$ cat config.mk
export PLATFORM = sky130hd
export DESIGN_NAME = elevator_call_controller_top
export DESIGN_NICKNAME = d
export VERILOG_FILES = /design/src/hw/rtl/ecc_pkg.sv /design/src/hw/rtl/ecc_ctrl.sv /design/src/hw/rtl/ecc_dp.sv /design/src/hw/rtl/elevator_call_controller_top.sv
export SDC_FILE = /design/constraint.sdc
export NUM_CORES = 1
export LEC_CHECK = 0
export BUFFER_PORTS_ARGS = -buffer_cell sky130_fd_sc_hd__buf_2
export CORE_UTILIZATION = 35
export DETAILED_ROUTE_END_ITERATION = 7
export GPL_ROUTABILITY_DRIVEN = 0
export PLACE_DENSITY = 0.53
export SETUP_SLACK_MARGIN = 0.3
export SLEW_MARGIN = 5
export SYNTH_ARGS = -nofsm -noshare
export SYNTH_HDL_FRONTEND = slang
export SYNTH_SLANG_ARGS = --single-unit
$ cat constraint.sdc
create_clock -name clk_i -period 5.45 [get_ports clk_i]
set_input_delay 0.545 -clock clk_i [delete_from_list [all_inputs] [get_ports clk_i]]
set_output_delay 0.545 -clock clk_i [all_outputs]
set_load 0.01 [all_outputs]
$ cat src/hw/rtl/ecc_pkg.sv
// elevator call controller package: command, mode and drive codes
// plus the command/status structs between controller and datapath
// no dependencies
package ecc_pkg;

  localparam logic [2:0] CMD_START       = 3'd0;
  localparam logic [2:0] CMD_CALL        = 3'd1;
  localparam logic [2:0] CMD_STOP_PRESS  = 3'd2;
  localparam logic [2:0] CMD_STOP_REL    = 3'd3;
  localparam logic [2:0] CMD_FLOOR       = 3'd4;
  localparam logic [2:0] CMD_DOOR_TO     = 3'd5;
  localparam logic [2:0] CMD_CHECK       = 3'd6;
  localparam logic [2:0] CMD_TICK        = 3'd7;

  localparam logic [2:0] MODE_INIT       = 3'd0;
  localparam logic [2:0] MODE_CHECK      = 3'd1;
  localparam logic [2:0] MODE_MOVING     = 3'd2;
  localparam logic [2:0] MODE_DOOR       = 3'd3;
  localparam logic [2:0] MODE_STOP       = 3'd4;
  localparam logic [2:0] MODE_REL_AT     = 3'd5;
  localparam logic [2:0] MODE_REL_BTW    = 3'd6;

  localparam logic [1:0] DRV_STOP        = 2'd0;
  localparam logic [1:0] DRV_UP          = 2'd1;
  localparam logic [1:0] DRV_DOWN        = 2'd2;

  localparam logic [1:0] BTN_CAB         = 2'd0;
  localparam logic [1:0] BTN_UP          = 2'd1;
  localparam logic [1:0] BTN_DOWN        = 2'd2;

  localparam logic [15:0] DOOR_TICKS_RST = 16'd3000;

  typedef enum logic [3:0] {
    OP_IDLE,
    OP_LOAD,
    OP_EXEC,
    OP_PRE,
    OP_STEP_AHEAD,
    OP_MOVE,
    OP_BEHIND_INIT,
    OP_STEP_BEHIND,
    OP_REVERSE,
    OP_SET_CHECK,
    OP_EMIT
  } ecc_op_e;

  typedef struct packed {
    ecc_op_e op;
  } ecc_cmd_t;

  typedef struct packed {
    logic check_go;
    logic pre_abort;
    logic pre_served;
    logic in_range;
    logic hit;
    logic out_free;
  } ecc_status_t;

endpackage

$ cat src/hw/rtl/ecc_ctrl.sv
// elevator call controller sequencer
// walks each request through execute, call-here, ahead and behind scans
// depends on ecc_pkg
module ecc_ctrl (
  input  logic               clk_i,
  input  logic               rst_ni,
  input  logic               in_valid_i,
  output logic               in_ready_o,
  input  ecc_pkg::ecc_status_t status_i,
  output ecc_pkg::ecc_cmd_t    cmd_o
);
  import ecc_pkg::*;

  localparam logic [2:0] S_IDLE   = 3'd0;
  localparam logic [2:0] S_EXEC   = 3'd1;
  localparam logic [2:0] S_PRE    = 3'd2;
  localparam logic [2:0] S_AHEAD  = 3'd3;
  localparam logic [2:0] S_BEHIND = 3'd4;
  localparam logic [2:0] S_DONE   = 3'd5;

  logic [2:0] state_q, state_d;

  assign in_ready_o = (state_q == S_IDLE);

  always_comb begin
    state_d = state_q;
    cmd_o.op = OP_IDLE;
    case (state_q)
      S_IDLE: begin
        if (in_valid_i) begin
          cmd_o.op = OP_LOAD;
          state_d = S_EXEC;
        end
      end
      S_EXEC: begin
        cmd_o.op = OP_EXEC;
        state_d = status_i.check_go ? S_PRE : S_DONE;
      end
      S_PRE: begin
        cmd_o.op = OP_PRE;
        state_d = (status_i.pre_abort || status_i.pre_served) ? S_DONE : S_AHEAD;
      end
      S_AHEAD: begin
        if (!status_i.in_range) begin
          cmd_o.op = OP_BEHIND_INIT;
          state_d = S_BEHIND;
        end else if (status_i.hit) begin
          cmd_o.op = OP_MOVE;
          state_d = S_DONE;
        end else begin
          cmd_o.op = OP_STEP_AHEAD;
        end
      end
      S_BEHIND: begin
        if (!status_i.in_range) begin
          cmd_o.op = OP_SET_CHECK;
          state_d = S_DONE;
        end else if (status_i.hit) begin
          cmd_o.op = OP_REVERSE;
          state_d = S_DONE;
        end else begin
          cmd_o.op = OP_STEP_BEHIND;
        end
      end
      S_DONE: begin
        if (status_i.out_free) begin
          cmd_o.op = OP_EMIT;
          state_d = S_IDLE;
        end
      end
      default: state_d = S_IDLE;
    endcase
  end

  always_ff @(posedge clk_i or negedge rst_ni) begin
    if (!rst_ni) begin
      state_q <= S_IDLE;
    end else begin
      state_q <= state_d;
    end
  end

`ifndef SYNTH
  a_load_leaves_idle: assert property (@(posedge clk_i) disable iff (!rst_ni)
    (state_q == S_IDLE && in_valid_i) |=> (state_q == S_EXEC))
    else $error("load did not start execution");
  a_scan_from_pre: assert property (@(posedge clk_i) disable iff (!rst_ni)
    (state_q == S_AHEAD) |-> ($past(state_q) == S_PRE || $past(state_q) == S_AHEAD))
    else $error("ahead scan entered out of order");
  a_emit_only_done: assert property (@(posedge clk_i) disable iff (!rst_ni)
    (cmd_o.op == OP_EMIT) |-> (state_q == S_DONE && status_i.out_free))
    else $error("emit outside done");
`endif

endmodule

$ cat src/hw/rtl/ecc_dp.sv
// elevator call controller datapath: call flags, car state, door timer,
// scan index and the output register
// depends on ecc_pkg
module ecc_dp #(
  parameter int FLOOR_COUNT = 4
) (
  input  logic                clk_i,
  input  logic                rst_ni,
  input  logic                cfg_we_i,
  input  logic [15:0]         cfg_wdata_i,
  input  logic [2:0]          in_command_i,
  input  logic                in_at_floor_i,
  input  logic [1:0]          in_sensed_floor_i,
  input  logic [1:0]          in_button_kind_i,
  input  ecc_pkg::ecc_cmd_t   cmd_i,
  output ecc_pkg::ecc_status_t status_o,
  output logic                out_valid_o,
  input  logic                out_ready_i,
  output logic [1:0]          motor_drive_o,
  output logic                door_lamp_o,
  output logic                stop_lamp_o,
  output logic [1:0]          floor_indicator_o,
  output logic [2:0]          controller_mode_o,
  output logic                floor_served_o,
  output logic [1:0]          served_floor_o,
  output logic                door_timed_out_o
);
  import ecc_pkg::*;

  localparam int FW = (FLOOR_COUNT > 1) ? $clog2(FLOOR_COUNT) : 1;
  localparam int IW = $clog2(FLOOR_COUNT + 1) + 1;

  logic [15:0] ticks_q;
  logic [2:0]  command_q;
  logic        at_q;
  logic [1:0]  flr_q, kind_q;

  logic [2:0]  mode_q, mode_d;
  logic [FLOOR_COUNT-1:0] cab_q, cab_d, up_q, up_d, dn_q, dn_d;
  logic [1:0]  lf_q, lf_d;
  logic        gu_q, gu_d, lgu_q, lgu_d, en_q, en_d, run_q, run_d;
  logic [15:0] timer_q, timer_d;
  logic [1:0]  motor_q, motor_d, ind_q, ind_d;
  logic        door_q, door_d, stop_q, stop_d;
  logic        served_q, served_d;
  logic [1:0]  sfloor_q, sfloor_d;
  logic [IW-1:0] idx_q, idx_d;

  logic        out_valid_q;
  logic [1:0]  o_motor_q, o_ind_q, o_sfloor_q;
  logic        o_door_q, o_stop_q, o_served_q, o_to_q;
  logic [2:0]  o_mode_q;

  logic [FLOOR_COUNT-1:0] any_vec, flr_bit, lf_bit, dirset, oppset;
  logic        timed_out, here, any_at, idx_is_lf;
  logic [IW-1:0] lf_x, dir_x;
  logic        behind_hit, in_behind_q, hit_sel;

  assign any_vec   = cab_q | up_q | dn_q;
  assign flr_bit   = FLOOR_COUNT'(1) << flr_q;
  assign lf_bit    = FLOOR_COUNT'(1) << lf_q;
  assign dirset    = gu_q ? up_q : dn_q;
  assign oppset    = gu_q ? dn_q : up_q;
  assign timed_out = run_q && (timer_q >= ticks_q);
  assign here      = |((cab_q | dirset) & lf_bit);
  assign lf_x      = IW'(lf_q);
  assign dir_x     = gu_q ? IW'(1) : {IW{1'b1}};
  assign idx_is_lf = (idx_q == lf_x);
  assign any_at    = any_vec[idx_q[FW-1:0]];

  // behind-scan hit at the own floor only counts an opposite-direction call
  assign behind_hit = at_q ? ((!idx_is_lf && any_at) || (idx_is_lf && |(oppset & lf_bit)))
                           : any_at;

  // the controller reads one hit line; select the rule for the scan in progress
  assign hit_sel = in_behind_q ? behind_hit : any_at;

  always_comb begin
    status_o.check_go  = (command_q == CMD_CHECK) &&
                         (mode_q inside {MODE_CHECK, MODE_REL_AT, MODE_REL_BTW});
    status_o.pre_abort = (mode_q == MODE_REL_AT && !timed_out) ||
                         (mode_q == MODE_REL_BTW && any_vec == '0);
    status_o.pre_served = !status_o.pre_abort && at_q && here;
    status_o.in_range  = !idx_q[IW-1] && (idx_q < IW'(FLOOR_COUNT));
    status_o.out_free  = !out_valid_q || out_ready_i;
    status_o.hit       = hit_sel;
  end

  logic [1:0] flr_c;
  assign flr_c = (in_sensed_floor_i >= FLOOR_COUNT) ? 2'(FLOOR_COUNT - 1) : in_sensed_floor_i;

  always_comb begin
    mode_d = mode_q; cab_d = cab_q; up_d = up_q; dn_d = dn_q; lf_d = lf_q;
    gu_d = gu_q; lgu_d = lgu_q; en_d = en_q; run_d = run_q; timer_d = timer_q;
    motor_d = motor_q; ind_d = ind_q; door_d = door_q; stop_d = stop_q;
    served_d = served_q; sfloor_d = sfloor_q; idx_d = idx_q;
    case (cmd_i.op)
      OP_LOAD: begin
        served_d = 1'b0;
        sfloor_d = 2'd0;
      end
      OP_EXEC: begin
        case (command_q)
          CMD_START: begin
            gu_d = 1'b1;
            if (at_q) begin
              motor_d = DRV_STOP; ind_d = flr_q; lf_d = flr_q; mode_d = MODE_CHECK;
            end else begin
              motor_d = DRV_UP; mode_d = MODE_INIT;
            end
          end
          CMD_CALL: begin
            if (en_q) begin
              if (kind_q == BTN_CAB) cab_d = cab_q | flr_bit;
              else if (kind_q == BTN_UP) up_d = up_q | flr_bit;
              else if (kind_q == BTN_DOWN) dn_d = dn_q | flr_bit;
            end
          end
          CMD_STOP_PRESS: begin
            motor_d = DRV_STOP;
            stop_d = 1'b1;
            if (at_q) door_d = 1'b1;
            cab_d = '0; up_d = '0; dn_d = '0;
            en_d = 1'b0;
            if (mode_q == MODE_CHECK || mode_q == MODE_MOVING) begin
              run_d = 1'b1; timer_d = '0;
            end
            mode_d = MODE_STOP;
          end
          CMD_STOP_REL: begin
            en_d = 1'b1;
            stop_d = 1'b0;
            mode_d = at_q ? MODE_REL_AT : MODE_REL_BTW;
          end
          CMD_FLOOR: begin
            if (at_q) begin
              if (mode_q == MODE_INIT) motor_d = DRV_STOP;
              ind_d = flr_q; lf_d = flr_q; mode_d = MODE_CHECK;
            end
          end
          CMD_DOOR_TO: begin
            door_d = 1'b0; run_d = 1'b0; mode_d = MODE_CHECK;
          end
          CMD_TICK: begin
            if (run_q && timer_q != 16'hFFFF) timer_d = timer_q + 16'd1;
          end
          default: ;
        endcase
      end
      OP_PRE: begin
        if (!status_o.pre_abort) begin
          if (mode_q == MODE_REL_AT) begin
            door_d = 1'b0; run_d = 1'b0;
          end
          if (status_o.pre_served) begin
            motor_d = DRV_STOP; door_d = 1'b1; run_d = 1'b1; timer_d = '0;
            cab_d = cab_q & ~lf_bit; up_d = up_q & ~lf_bit; dn_d = dn_q & ~lf_bit;
            served_d = 1'b1; sfloor_d = lf_q; mode_d = MODE_DOOR;
          end else if (at_q) begin
            idx_d = lf_x + dir_x;
          end else if (gu_q) begin
            idx_d = lgu_q ? lf_x + IW'(1) : lf_x;
          end else begin
            idx_d = lgu_q ? lf_x : lf_x - IW'(1);
          end
        end
      end
      OP_STEP_AHEAD: idx_d = idx_q + dir_x;
      OP_MOVE: begin
        if (at_q) lgu_d = gu_q;
        motor_d = gu_q ? DRV_UP : DRV_DOWN;
        mode_d = MODE_MOVING;
      end
      OP_BEHIND_INIT: begin
        if (at_q || gu_q == lgu_q) idx_d = lf_x;
        else if (gu_q) idx_d = lf_x - IW'(1);
        else idx_d = lf_x + IW'(1);
      end
      OP_STEP_BEHIND: idx_d = idx_q - dir_x;
      OP_REVERSE: begin
        gu_d = !gu_q; mode_d = MODE_CHECK;
      end
      OP_SET_CHECK: mode_d = MODE_CHECK;
      default: ;
    endcase
  end

  always_ff @(posedge clk_i or negedge rst_ni) begin
    if (!rst_ni) begin
      ticks_q <= DOOR_TICKS_RST;
      mode_q <= MODE_INIT; cab_q <= '0; up_q <= '0; dn_q <= '0; lf_q <= 2'd0;
      gu_q <= 1'b1; lgu_q <= 1'b1; en_q <= 1'b1; run_q <= 1'b0; timer_q <= '0;
      motor_q <= DRV_STOP; ind_q <= 2'd0; door_q <= 1'b0; stop_q <= 1'b0;
      served_q <= 1'b0; sfloor_q <= 2'd0; idx_q <= '0;
      out_valid_q <= 1'b0; in_behind_q <= 1'b0;
    end else begin
      if (cfg_we_i) ticks_q <= cfg_wdata_i;
      mode_q <= mode_d; cab_q <= cab_d; up_q <= up_d; dn_q <= dn_d; lf_q <= lf_d;
      gu_q <= gu_d; lgu_q <= lgu_d; en_q <= en_d; run_q <= run_d; timer_q <= timer_d;
      motor_q <= motor_d; ind_q <= ind_d; door_q <= door_d; stop_q <= stop_d;
      served_q <= served_d; sfloor_q <= sfloor_d; idx_q <= idx_d;
      if (cmd_i.op == OP_BEHIND_INIT) in_behind_q <= 1'b1;
      else if (cmd_i.op == OP_LOAD) in_behind_q <= 1'b0;
      if (cmd_i.op == OP_EMIT) out_valid_q <= 1'b1;
      else if (out_ready_i) out_valid_q <= 1'b0;
    end
  end

  // item and result payload
  always_ff @(posedge clk_i) begin
    if (cmd_i.op == OP_LOAD) begin
      command_q <= in_command_i;
      at_q <= in_at_floor_i;
      flr_q <= flr_c;
      kind_q <= in_button_kind_i;
    end
    if (cmd_i.op == OP_EMIT) begin
      o_motor_q <= motor_q; o_door_q <= door_q; o_stop_q <= stop_q; o_ind_q <= ind_q;
      o_mode_q <= mode_q; o_served_q <= served_q; o_sfloor_q <= sfloor_q;
      o_to_q <= timed_out;
    end
  end

  assign out_valid_o       = out_valid_q;
  assign motor_drive_o     = o_motor_q;
  assign door_lamp_o       = o_door_q;
  assign stop_lamp_o       = o_stop_q;
  assign floor_indicator_o = o_ind_q;
  assign controller_mode_o = o_mode_q;
  assign floor_served_o    = o_served_q;
  assign served_floor_o    = o_sfloor_q;
  assign door_timed_out_o  = o_to_q;

endmodule

$ cat src/hw/rtl/elevator_call_controller_top.sv
// elevator call controller top level
// instantiates ecc_ctrl and ecc_dp, depends on ecc_pkg
//
// one request per event, one status result per request. a plain event shows its
// result after execute, then emit, and the block takes the next request once it
// is back in idle. check actions add a setup step, then the ahead scan steps the
// scan index one floor at a time until a hit or until it leaves the range, and,
// if it finds no hit, the behind scan does the same; both scans use the single
// scan index of the datapath. a result waits in the sequencer until the output
// register is free.
module elevator_call_controller_top #(
  parameter int FLOOR_COUNT = 4
) (
  input  logic        clk_i,
  input  logic        rst_ni,
  input  logic        cfg_we_i,
  input  logic [15:0] cfg_wdata_i,     // door_open_ticks
  input  logic        s_axis_tvalid,
  output logic        s_axis_tready,
  input  logic [7:0]  s_axis_tdata,    // at_floor[0], sensed_floor[2:1], button_kind[4:3]
  input  logic [2:0]  s_axis_tuser,    // command[2:0]
  output logic        m_axis_tvalid,
  input  logic        m_axis_tready,
  output logic [15:0] m_axis_tdata     // motor_drive[1:0], door_lamp[2], stop_lamp[3],
                                       // floor_indicator[5:4], controller_mode[8:6],
                                       // floor_served[9], served_floor[11:10],
                                       // door_timed_out[12]
);
  import ecc_pkg::*;

  ecc_cmd_t    cmd;
  ecc_status_t status;
  logic [1:0]  motor, ind, sfloor;
  logic        door, stop, served, tout;
  logic [2:0]  mode;

  ecc_ctrl u_ctrl (
    .clk_i, .rst_ni,
    .in_valid_i (s_axis_tvalid),
    .in_ready_o (s_axis_tready),
    .status_i   (status),
    .cmd_o      (cmd)
  );

  ecc_dp #(.FLOOR_COUNT(FLOOR_COUNT)) u_dp (
    .clk_i, .rst_ni,
    .cfg_we_i, .cfg_wdata_i,
    .in_command_i      (s_axis_tuser),
    .in_at_floor_i     (s_axis_tdata[0]),
    .in_sensed_floor_i (s_axis_tdata[2:1]),
    .in_button_kind_i  (s_axis_tdata[4:3]),
    .cmd_i             (cmd),
    .status_o          (status),
    .out_valid_o       (m_axis_tvalid),
    .out_ready_i       (m_axis_tready),
    .motor_drive_o     (motor),
    .door_lamp_o       (door),
    .stop_lamp_o       (stop),
    .floor_indicator_o (ind),
    .controller_mode_o (mode),
    .floor_served_o    (served),
    .served_floor_o    (sfloor),
    .door_timed_out_o  (tout)
  );

  assign m_axis_tdata = {3'b000, tout, sfloor, served, mode, ind, stop, door, motor};

`ifndef SYNTH
  a_served_opens_door: assert property (@(posedge clk_i) disable iff (!rst_ni)
    (m_axis_tvalid && served) |-> (mode == MODE_DOOR && door && motor == DRV_STOP))
    else $error("served floor without door open");
  a_unserved_zero: assert property (@(posedge clk_i) disable iff (!rst_ni)
    (m_axis_tvalid && !served) |-> (sfloor == 2'd0))
    else $error("served floor set without service");
  a_busy_after_accept: assert property (@(posedge clk_i) disable iff (!rst_ni)
    (s_axis_tvalid && s_axis_tready) |=> !s_axis_tready)
    else $error("second request taken while busy");
`endif

endmodule
## Yosys cells after proc, flatten, opt, wreduce, memory -nomap -nowiden

Index checks and enable logic that the tools add are counted.

- Flip-flop bits (word level): 90
- Input port bits: 32

- Add/sub/neg operators: 6
- Magnitude comparators: 3
- Equal/unequal tests: 54
- Shifts and indexed selects: 2
- Mux-type cells: 96
- Bitwise gates (word level): 12
- Reduce and logical (&&, ||, !) cells: 56

Operators by type and width:

| cell | count |
|---|---|
| 4-bit 2-to-1 mux | 30 |
| 16-bit 2-to-1 mux | 4 |
| 16-bit case mux with 2 select lines | 2 |
| 4-bit case mux with 2 select lines | 6 |
| 3-bit by 2-bit != test with 1-bit output, second input constant | 11 |
| 3-bit 2-to-1 mux | 10 |
| 3-bit == test, second input constant | 8 |
| 4-bit OR | 6 |
| 4-bit case mux with 6 select lines | 1 |
| 4-bit AND | 5 |
| 1-bit 2-to-1 mux | 19 |
| 3-bit case mux with 6 select lines | 1 |
| 6-bit AND reduction | 3 |
| 16-bit by 1-bit adder with 16-bit output, second input constant | 1 |
| 4-bit by 3-bit == test with 1-bit output, second input constant | 4 |
| 16-bit >= comparator | 1 |
| 2-bit 2-to-1 mux | 8 |
| 16-bit != test, second input constant | 1 |
| 1-bit case mux with 2 select lines | 8 |
| 4-bit case mux with 4 select lines | 1 |
| 3-bit by 2-bit == test with 1-bit output, second input constant | 5 |
| 3-bit case mux with 5 select lines | 1 |
| 5-bit AND reduction | 3 |
| 4-bit == test, second input constant | 3 |
| other kinds (39) | 87 |

## Longest topological paths before layout

Gate-level depths: netlist (run 1).

- Word-level depth: 15
- Gate-level depth with buffers: 15
- Mapped depth without buffers: 15

## Hierarchy

A second synthesis (run 1) with hierarchy kept.

- Cell total of the unflattened synthesis: 627
- Area total of the unflattened synthesis: 5685.5 um^2

Modules (own cells, without submodules):

| module | times used | cells each | area each (um^2) | seq. area each (um^2) |
|---|---|---|---|---|
| ecc_dp | 1 | 578 | 5332.6 | 2294.7 |
| ecc_ctrl | 1 | 41 | 296.5 | 75.1 |
| elevator_call_controller_top | 1 | 8 | 56.3 | 0.0 |

## Least setup slack after synthesis (run 1)

OpenSTA, ideal clock, no wires.

- Path type: reg-to-reg
- From: register u_dp.gu_q
- To: register u_dp.idx_q[3]
- Arrival time: 2954 ps
- Required time: 5356 ps
- Slack: 2402 ps
- Cell stages (with the launch flop): 16
- Cell sequence: dfstp_2 -> buf_2 -> mux2_2 -> a22oi_1 -> nand3_1 -> o31ai_1 -> nand2_1 -> xnor2_1 -> ha_1 -> a21o_1 -> a21oi_1 -> xnor2_1 -> nand2_1 -> o21ai_0 -> a21oi_1 -> a211oi_1

- Cells in the longest elaborated chain, start to end: 13

RTL lines:

| item | line | text |
|---|---|---|
| from (decl) | ecc_dp.sv:41 | `logic gu_q, gu_d, lgu_q, lgu_d, en_q, en_d, run_q, run_d;` |
| from (signal assigned) | ecc_dp.sv:199 | `gu_q <= gu_d; lgu_q <= lgu_d; en_q <= en_d; run_q <= run_d; timer_q <= timer_d;` |
| 4-bit 2-to-1 mux | ecc_dp.sv:63 | `assign oppset = gu_q ? dn_q : up_q;` |
| 4-bit AND | ecc_dp.sv:72 | `assign behind_hit = at_q ? ((!idx_is_lf && any_at) \|\| (idx_is_lf && \|(oppset & lf_bit)))` |
| 4-bit OR reduction | ecc_dp.sv:72 |  |
| 1-bit logical AND | ecc_dp.sv:72 |  |
| 1-bit logical OR | ecc_dp.sv:72 |  |
| 1-bit 2-to-1 mux | ecc_dp.sv:72 |  |
| 1-bit 2-to-1 mux | ecc_dp.sv:76 | `assign hit_sel = in_behind_q ? behind_hit : any_at;` |
| 4-bit 2-to-1 mux / 1-bit 2-to-1 mux (equally long branches) | ecc_ctrl.sv:58, ecc_ctrl.sv:47 |  |
| 4-bit 2-to-1 mux, on equally long branches | ecc_ctrl.sv:55, ecc_ctrl.sv:44 |  |
| 4-bit case mux with 6 select lines | ecc_ctrl.sv:28 | `case (state_q)` |
| 4-bit by 3-bit == test with 1-bit output / 4-bit by 2-bit == test with 1-bit output (equally long branches) | ecc_dp.sv:97 | `case (cmd_i.op)` |
| 4-bit nonzero test (no line) / 2-bit != test (equally long branches) | - |  |
| 3-bit AND reduction (no line) | - |  |
| to (signal assigned) | ecc_dp.sv:201 | `served_q <= served_d; sfloor_q <= sfloor_d; idx_q <= idx_d;` |
| to (decl) | ecc_dp.sv:47 | `logic [IW-1:0] idx_q, idx_d;` |

Several ways; a longest one is shown, not always the timed one. The select of a mux whose other input is x is not followed.
A chain may end at the register's enable or synchronous reset.

## Worst setup path in the final report (run 1)

Same ends and word-level chain as after synthesis.

==> results of run 1 <==
## layer usage
metal / global-route usage / share of wire
met1: 0.2420 / 0.50
met5: 0 / 0
met3: 0.02804 / 0.038
met4: 0.05954 / 0.012
met2: 0.2641 / 0.45
## critical path: stages, from the launching register on
cell and delay, ps:
dfstp_2 850, mux2_2 390, a22oi_1 260, nand3_1 170, o31ai_1 220, nand2_1 150, xnor2_1 320, ha_1 310
a21o_1 180, a21oi_1 160, xnor2_1 160, nand2_1 70, o21ai_0 90, a21oi_1 90, a211oi_1 290
## state kept, by name (all words and copies together) (netlist names), 2 cells and up
register                flops
u_dp.timer_q               16
u_dp.lf_q                   2
u_dp.floor_indicator_o      2
u_dp.motor_drive_o          2
u_ctrl.state_q              3
u_dp.sfloor_q               2
u_dp.controller_mode_o      3
u_dp.ticks_q               16
u_dp.served_floor_o         2
u_dp.mode_q                 3
u_dp.dn_q                   4
u_dp.flr_q                  2
u_dp.cab_q                  4
u_dp.command_q              3
u_dp.motor_q                2
u_dp.kind_q                 2
u_dp.idx_q                  4
u_dp.up_q                   4
## cell families after synthesis
family / after synthesis / synth area share
adders and majority gates: 28 / 0.06829
DFF: 90 / 0.4429
xor gates and xnor gates: 10 / 0.01637
other: 1 / 0.0007009
AOI/OAI and AO/OA: 157 / 0.1943
and+or+nand+nor: 188 / 0.1855
buffers and inverters: 63 / 0.05192
muxes: 19 / 0.03999
## how the worst min path moves through the flow
stage | startpoint | to | slack, ps | cells after the start
CTS | s_axis_tuser[2] | u_dp.command_q[2] | 360 | 1
finish | s_axis_tuser[2] | u_dp.command_q[2] | 370 | 1
floorplan | rst_ni | u_ctrl.state_q[0] | 250 | 0
global route | s_axis_tdata[2] | u_dp.flr_q[1] | 360 | 1
global placement | u_dp.door_q | u_dp.door_lamp_o | 430 | 0
detailed placement | u_dp.served_q | u_dp.floor_served_o | 440 | 0
## report_power, final
group | switching (mW) | total, mW | internal, mW
Clock | 0.257 | 0.661 | 0.404
Combinational | 0.565 | 0.949 | 0.384
Sequential | 0.196 | 1.06 | 0.859
## cell usage in the layout (no fill, tap or decap), drive strengths merged, types with 6 or more instances in the layout
| cell | synthesis | final |
|---|---|---|
| dfstp | 10 | 10 |
| o31ai | 15 | 15 |
| nor2b | 9 | 9 |
| or3 | 11 | 11 |
| edfxtp | 21 | 21 |
| ha | 26 | 26 |
| inv | 33 | 34 |
| buf | 17 | 45 |
| a31oi | 16 | 16 |
| o311ai | 10 | 10 |
| nor3 | 18 | 18 |
| and2 | 6 | 6 |
| nand3 | 13 | 13 |
| mux2 | 16 | 16 |
| nand2b | 6 | 6 |
| nand2 | 64 | 64 |
| dfrtp | 59 | 59 |
| clkbuf | 13 | 12 |
| a21oi | 33 | 33 |
| o21ai | 45 | 45 |
| xnor2 | 6 | 6 |
| a211oi | 7 | 7 |
| nor2 | 26 | 26 |
| nand4 | 6 | 6 |
| and3 | 6 | 6 |
| nor3b | 6 | 6 |
## final cells by class
class                      count  share of cell area
clock buffer                  12             0.03956
clock inverter                 4             0.01277
inverter                      33             0.02072
multi-input combinational    405              0.4534
sequential                    90              0.3965
tap                          184             0.03852
timing repair buffer          45             0.03852
## metrics by stage
step / hold WS (ps) / setup slack, ps
finish: 374.0 / 1628
global route: 365.0 / 1381
CTS: 363.8 / 1641
detailed placement: 437.1 / 1674
global placement: 433.5 / 1824
floorplan: 249.4 / 2402
==> key figures, run 1 <==
Synthesis
  – Synth async-reset ratio: 0.7667
  – Top FF cell, synth: dfrtp_1
  – Cells after Synth: 556
  – Syn Std Cell Area: 5350 µm²
  – Most instantiated cells after synthesis: 64 x nand2_1, 59 x dfrtp_1, 42 x o21ai_0
  – Post-synth EDFFs: 21
  – Cell with the most instances after synthesis: nand2_1
  – YS warnings: 0
  – Syn_area_per_cell: 9.623 µm²
  – Top cells by area, synth: dfrtp_1 28%, edfxtp_1 12%, ha_1 6.1%
  – Post-synth cell types: 73
  – Synthesized flop and latch total: 90
  – Synth area leader: dfrtp_1
  – Synth top area share: 0.2760
  – Sequential share of the synthesized area: 0.4429

Finish
  – Multi-input gate area: 2710 µm²
  – Diode count: 0
  – Filler cells: 1443
  – Utilization after layout: 0.4066
  – Layout Nets: 644
  – Area Overhead vs Synth: 11.72%
  – FF/Latch Area: 2370 µm²
  – Post-Layout Cell Count: 773
  – Design Area, Final: 5977 µm²
  – Share of cells above drive strength 1: 0.1664

GRT
  – Congestion Overflow GR: 0
  – GRT Overall Usage: 0.1708
  – Largest net degree at the start of global routing: 70
  – Vias in the first global route: 4198
  – Initial antenna violation count: 0
  – First-pass GRT wire length: 21380 µm

Timing
  – Setup TNS: 0 ps
  – Clk_skew: 10.76 ps
  – Max-slew headroom: 0.3340
  – Final setup viols: 0
  – Slew @ Worst Pin: 995.3 ps
  – Peak Freq: 261.6 MHz
  – Min cycle time layout: 3822 ps
  – RSZ-0062 raised after global routing: false
  – Tcrit/Tclk final: 0.7013
  – Fin. Hold Viols: 0
  – Slew Limit Fails: 0

Worst setup path
  – Worst setup SP type: flip-flop
  – RR Startpoint: u_dp.gu_q
  – Crit-path max FO: 24
  – CP Class: reg2reg
  – Crit path launch: u_dp.gu_q
  – Worst R2R End: u_dp.idx_q[3]
  – Setup crit end kind: flip-flop
  – Worst R2R Setup Slack: 1630 ps
  – Cells on worst reg2reg path: 14
  – CP required: 5690 ps
  – CP Capture Point: u_dp.idx_q[3]
  – Critical path arrival: 4060 ps

Clock tree
  – Deepest clock path buffer count: 2
  – CTS tree: yes
  – H-tree levels: 3
  – TritonCTS sink count: 90
  – CTS buffer count: 9
  – Setup bufs post-CTS: 0
  – CTS Root Cell: clkbuf_16
  – Clock latency at the later pin of the worst-skew pair: 340 ps
  – CTS Hold Bufs: 0
  – Clock Pin Slew Worst Setup and Hold Paths: 60 ps
  – Cts repair resizes: 0

Floorplanning
  – DIE WIDTH: 125.6 µm
  – Row cnt: 44
  – IO Count: 50
  – Die Area: 15780 µm²
  – Core Area: 14700 µm²
  – Die height: 125.6 µm
  – Initial Util: 0.3640

Min path
  – Worst hold path type: in2reg

Run status
  – Failing checks: design-rule violations
  – Outcome: finished with violations

Route
  – Post-route ant nets: 0
  – DRT iter0 DRCs: 276
  – Routed len/inst: 16.59 µm
  – Total Wirelength: 12830 µm
  – DRT Pass-1 Iters: 6
  – Vias: 4293
  – DRC: 5
  – Vias/cell: 5.554

Job
  – Max cap viols: 0

Place
  – DP Cell Count: 757
  – IO Port Bufs: 43
  – Post-detail-place hpwl: 9293 µm
  – Area post-placement: 5664 µm²

Pwr
  – Pwr per Cell Area: 445.9 nW/µm²
  – Total power: 2.665 mW
  – Leak: 2.496 nW
  – Largest vdd supply drop: 185.0 µV
Power figures use the tool's default switching activity.
==> inputs of run 2 (changes only) <==
==> constraint.sdc (replaced) <==
create_clock -name clk_i -period 3.9 [get_ports clk_i]
set_input_delay 0.39 -clock clk_i [delete_from_list [all_inputs] [get_ports clk_i]]
set_output_delay 0.39 -clock clk_i [all_outputs]
set_load 0.01 [all_outputs]
==> key figures, run 2 (same netlist as run 1, synthesis figures left out) <==
Run status
  – Outcome: finished with violations
  – Failing checks: design-rule violations

Finish
  – Layout Nets: 655 (+1.7%)
  – Largest registers: u_dp.ticks_q (16), u_dp.timer_q (16)
  – Filler cells: 1448 (+0.35%)
  – Commonest non-fill, non-tap cell in the layout: nand2_1
  – Design Area, Final: 6060 µm² (+1.4%)
  – Post-Layout Cell Count: 784 (+1.4%)
  – FF/Latch Area: 2370 µm² (unchanged)
  – Multi-input gate area: 2710 µm² (unchanged)
  – Diode count: 0 (unchanged)
  – Share of cells above drive strength 1: 0.1817 (+0.01528)
  – Most frequent cells in the layout: 64 x nand2_1, 59 x dfrtp_1, 43 x buf_2, 42 x o21ai_0, 33 x inv_1
  – Area Overhead vs Synth: 13.26%

Floorplanning
  – Initial Util: 0.3640 (unchanged)
  – Die Area: 15780 µm² (unchanged)
  – Core Area: 14700 µm² (unchanged)
  – Row cnt: 44 (unchanged)
  – DIE WIDTH: 125.6 µm (unchanged)
  – IO Count: 50 (unchanged)
  – Die height: 125.6 µm (unchanged)

Route
  – DRT Pass-1 Iters: 7 (+1)
  – DRT iter0 DRCs: 340 (+23%)
  – Routed len/inst: 16.35 µm (-1.5%)
  – Vias/cell: 5.499 (-0.99%)
  – Total Wirelength: 12820 µm (about the same)
  – Post-route ant nets: 0 (unchanged)
  – Vias: 4311 (+0.42%)
  – DRC: 5 (unchanged)

Pwr
  – Pwr per Cell Area: 620.6 nW/µm² (+39%)
  – Largest vdd supply drop: 257.4 µV (+39%)
  – Leak: 2.551 nW (+2.2%)

GRT
  – Vias in the first global route: 4181 (-0.40%)
  – Congestion Overflow GR: 0 (unchanged)
  – Initial antenna violation count: 0 (unchanged)
  – GRT Overall Usage: 0.1735 (+0.002685)
  – First-pass GRT wire length: 21370 µm (about the same)
  – Largest net degree at the start of global routing: 52 (-26%)

Timing
  – Slew @ Worst Pin: 1034 ps (+38.36 ps)
  – RSZ-0062 raised after global routing: false
  – Final setup viols: 0 (unchanged)
  – Peak Freq: 298.8 MHz (+14%)
  – Min cycle time layout: 3347 ps (-475.1 ps)
  – Clk_skew: 12.88 ps (+2.118 ps)
  – Fin. Hold Viols: 0 (unchanged)
  – Setup TNS: 0 ps (unchanged)
  – Tcrit/Tclk final: 0.8582 (+0.1569)
  – Slew Limit Fails: 0 (unchanged)
  – Max-slew headroom: 0.3084 (-0.02567)

Worst setup path
  – Slowest CP cell: dfstp_2
  – Crit-path max FO: 7 (-71%)
  – CP max stage delay: 610 ps (-240 ps)
  – Setup crit end kind: flip-flop
  – CP Cell Sequence: mux2_2 > a22oi_1 > nand3_1 > o31ai_1 > buf_4 > nand2_1 > xnor2_1 > ha_1 > a21o_1 > a21oi_1 > xnor2_1 > nand2_1 > o21ai_0 > a21oi_1 > a211oi_1
  – Cells on worst reg2reg path: 15 (+1)
  – Worst setup SP type: flip-flop
  – Buf/Inv on CP: 1 (+1)
  – CP required: 4170 ps (-1520 ps)
  – Critical path's top delay family: compound AO/OA/AOI/OAI gates
  – Critical path arrival: 3610 ps (-450 ps)
  – Critical path depth in cells: 15 (+1)
  – CP Class: reg2reg

Clock tree
  – CTS tree: yes
  – H-tree levels: 3 (unchanged)
  – Deepest clock path buffer count: 2 (unchanged)
  – Cts repair resizes: 0 (unchanged)
  – Clock Pin Slew Worst Setup and Hold Paths: 70 ps (about the same)
  – CTS buffer count: 9 (unchanged)
  – TritonCTS sink count: 90 (unchanged)
  – CTS Root Cell: clkbuf_16
  – Clock latency at the later pin of the worst-skew pair: 360 ps (+20 ps)

Job
  – Max cap viols: 0 (unchanged)

Place
  – DP Cell Count: 767 (+1.3%)
  – Area post-placement: 5739 µm² (+1.3%)
  – Post-detail-place hpwl: 9382 µm (+0.96%)
  – IO Port Bufs: 43 (unchanged)

Min path
  – Worst hold path type: in2reg
  – Hold path depth: 1 (unchanged)
[run 2: cell types whose count changed in the layout (fill, tap and decap cells not counted), sizes merged]
cell,before,now
buf,45,55
clkinv,0,3
clkbuf,12,10
dlygate4sd3,0,1
inv,34,33
[run 2: worst paths after layout]
check,from,to,slack [ps]
worst max-delay path,u_dp.gu_q,u_dp.idx_q[3],550
worst min-delay path,s_axis_tdata[3],u_dp.kind_q[0],210
min in group asynchronous,rst_ni,u_dp.up_q[3],510
worst max register to register,u_dp.gu_q,u_dp.idx_q[3],550
worst min register to register,u_dp.sfloor_q[0],u_dp.served_floor_o[0],450
max in group asynchronous,rst_ni,u_dp.ticks_q[2],2340
[run 2: layout make-up]
| class | instances | share of cell area |
|---|---|---|
| Multi-Input combinational cell | 405 | 0.4472 |
| Clock inverter | 6 | 0.01342 |
| Clock buffer | 10 | 0.03779 |
| Inverter | 33 | 0.02044 |
| Timing Repair Buffer | 56 | 0.05203 |
| Tap cell | 184 | 0.03799 |
| Sequential cell | 90 | 0.3911 |
[run 2: through the flow]
| step | total power [mW] | worst slack, ps | hold WS [ps] | util |
|---|---|---|---|---|
| 2_1_floorplan | 2.434 | 852.3 | 94.41 | - |
| 3_3_place_gp | 2.810 | 604.1 | 367.5 | 0.3904 |
| 3_5_place_dp | 2.842 | 555.7 | 365.5 | 0.3904 |
| 4_1_cts | 3.793 | 531.0 | 191.0 | 0.4122 |
| 5_1_grt | 4.028 | 319.3 | 190.4 | 0.4122 |
| 6_report | 3.761 | 553.1 | 210.3 | 0.4122 |
[run 2: where the power goes]
part	total (mW)	leakage [nW]	switching [mW]	internal (mW)
sequential	1.40	1.01	0.202	1.20
clock	0.931	0.150	0.374	0.557
combinational	1.43	1.39	0.856	0.572
total	3.76	2.55	1.43	2.33
[run 2: layer usage]
metal / vias up / part of all wire / track usage
met4: 0 / 0.012 / 0.06958
met5: - / 0 / 0
met3: 8 / 0.045 / 0.04376
met1: 2086 / 0.49 / 0.2406
met2: 97 / 0.45 / 0.2585
li1: 2120 / - / -
[run 2: worst reg2reg max path, cell delays in order (launching register included)]
cell,delay [ps]
dfstp_2,610
mux2_2,350
a22oi_1,220
nand3_1,150
o31ai_1,90
buf_4,180
nand2_1,70
xnor2_1,300
ha_1,300
a21o_1,180
a21oi_1,180
xnor2_1,150
nand2_1,70
o21ai_0,80
a21oi_1,90
a211oi_1,230
[run 2: timing repair]
item,4_1_cts,5_1_grt
endpoints found under the setup margin,0,0
buffers inserted,0,0
hold buffers,1,0
endpoints found under the hold margin,18,0
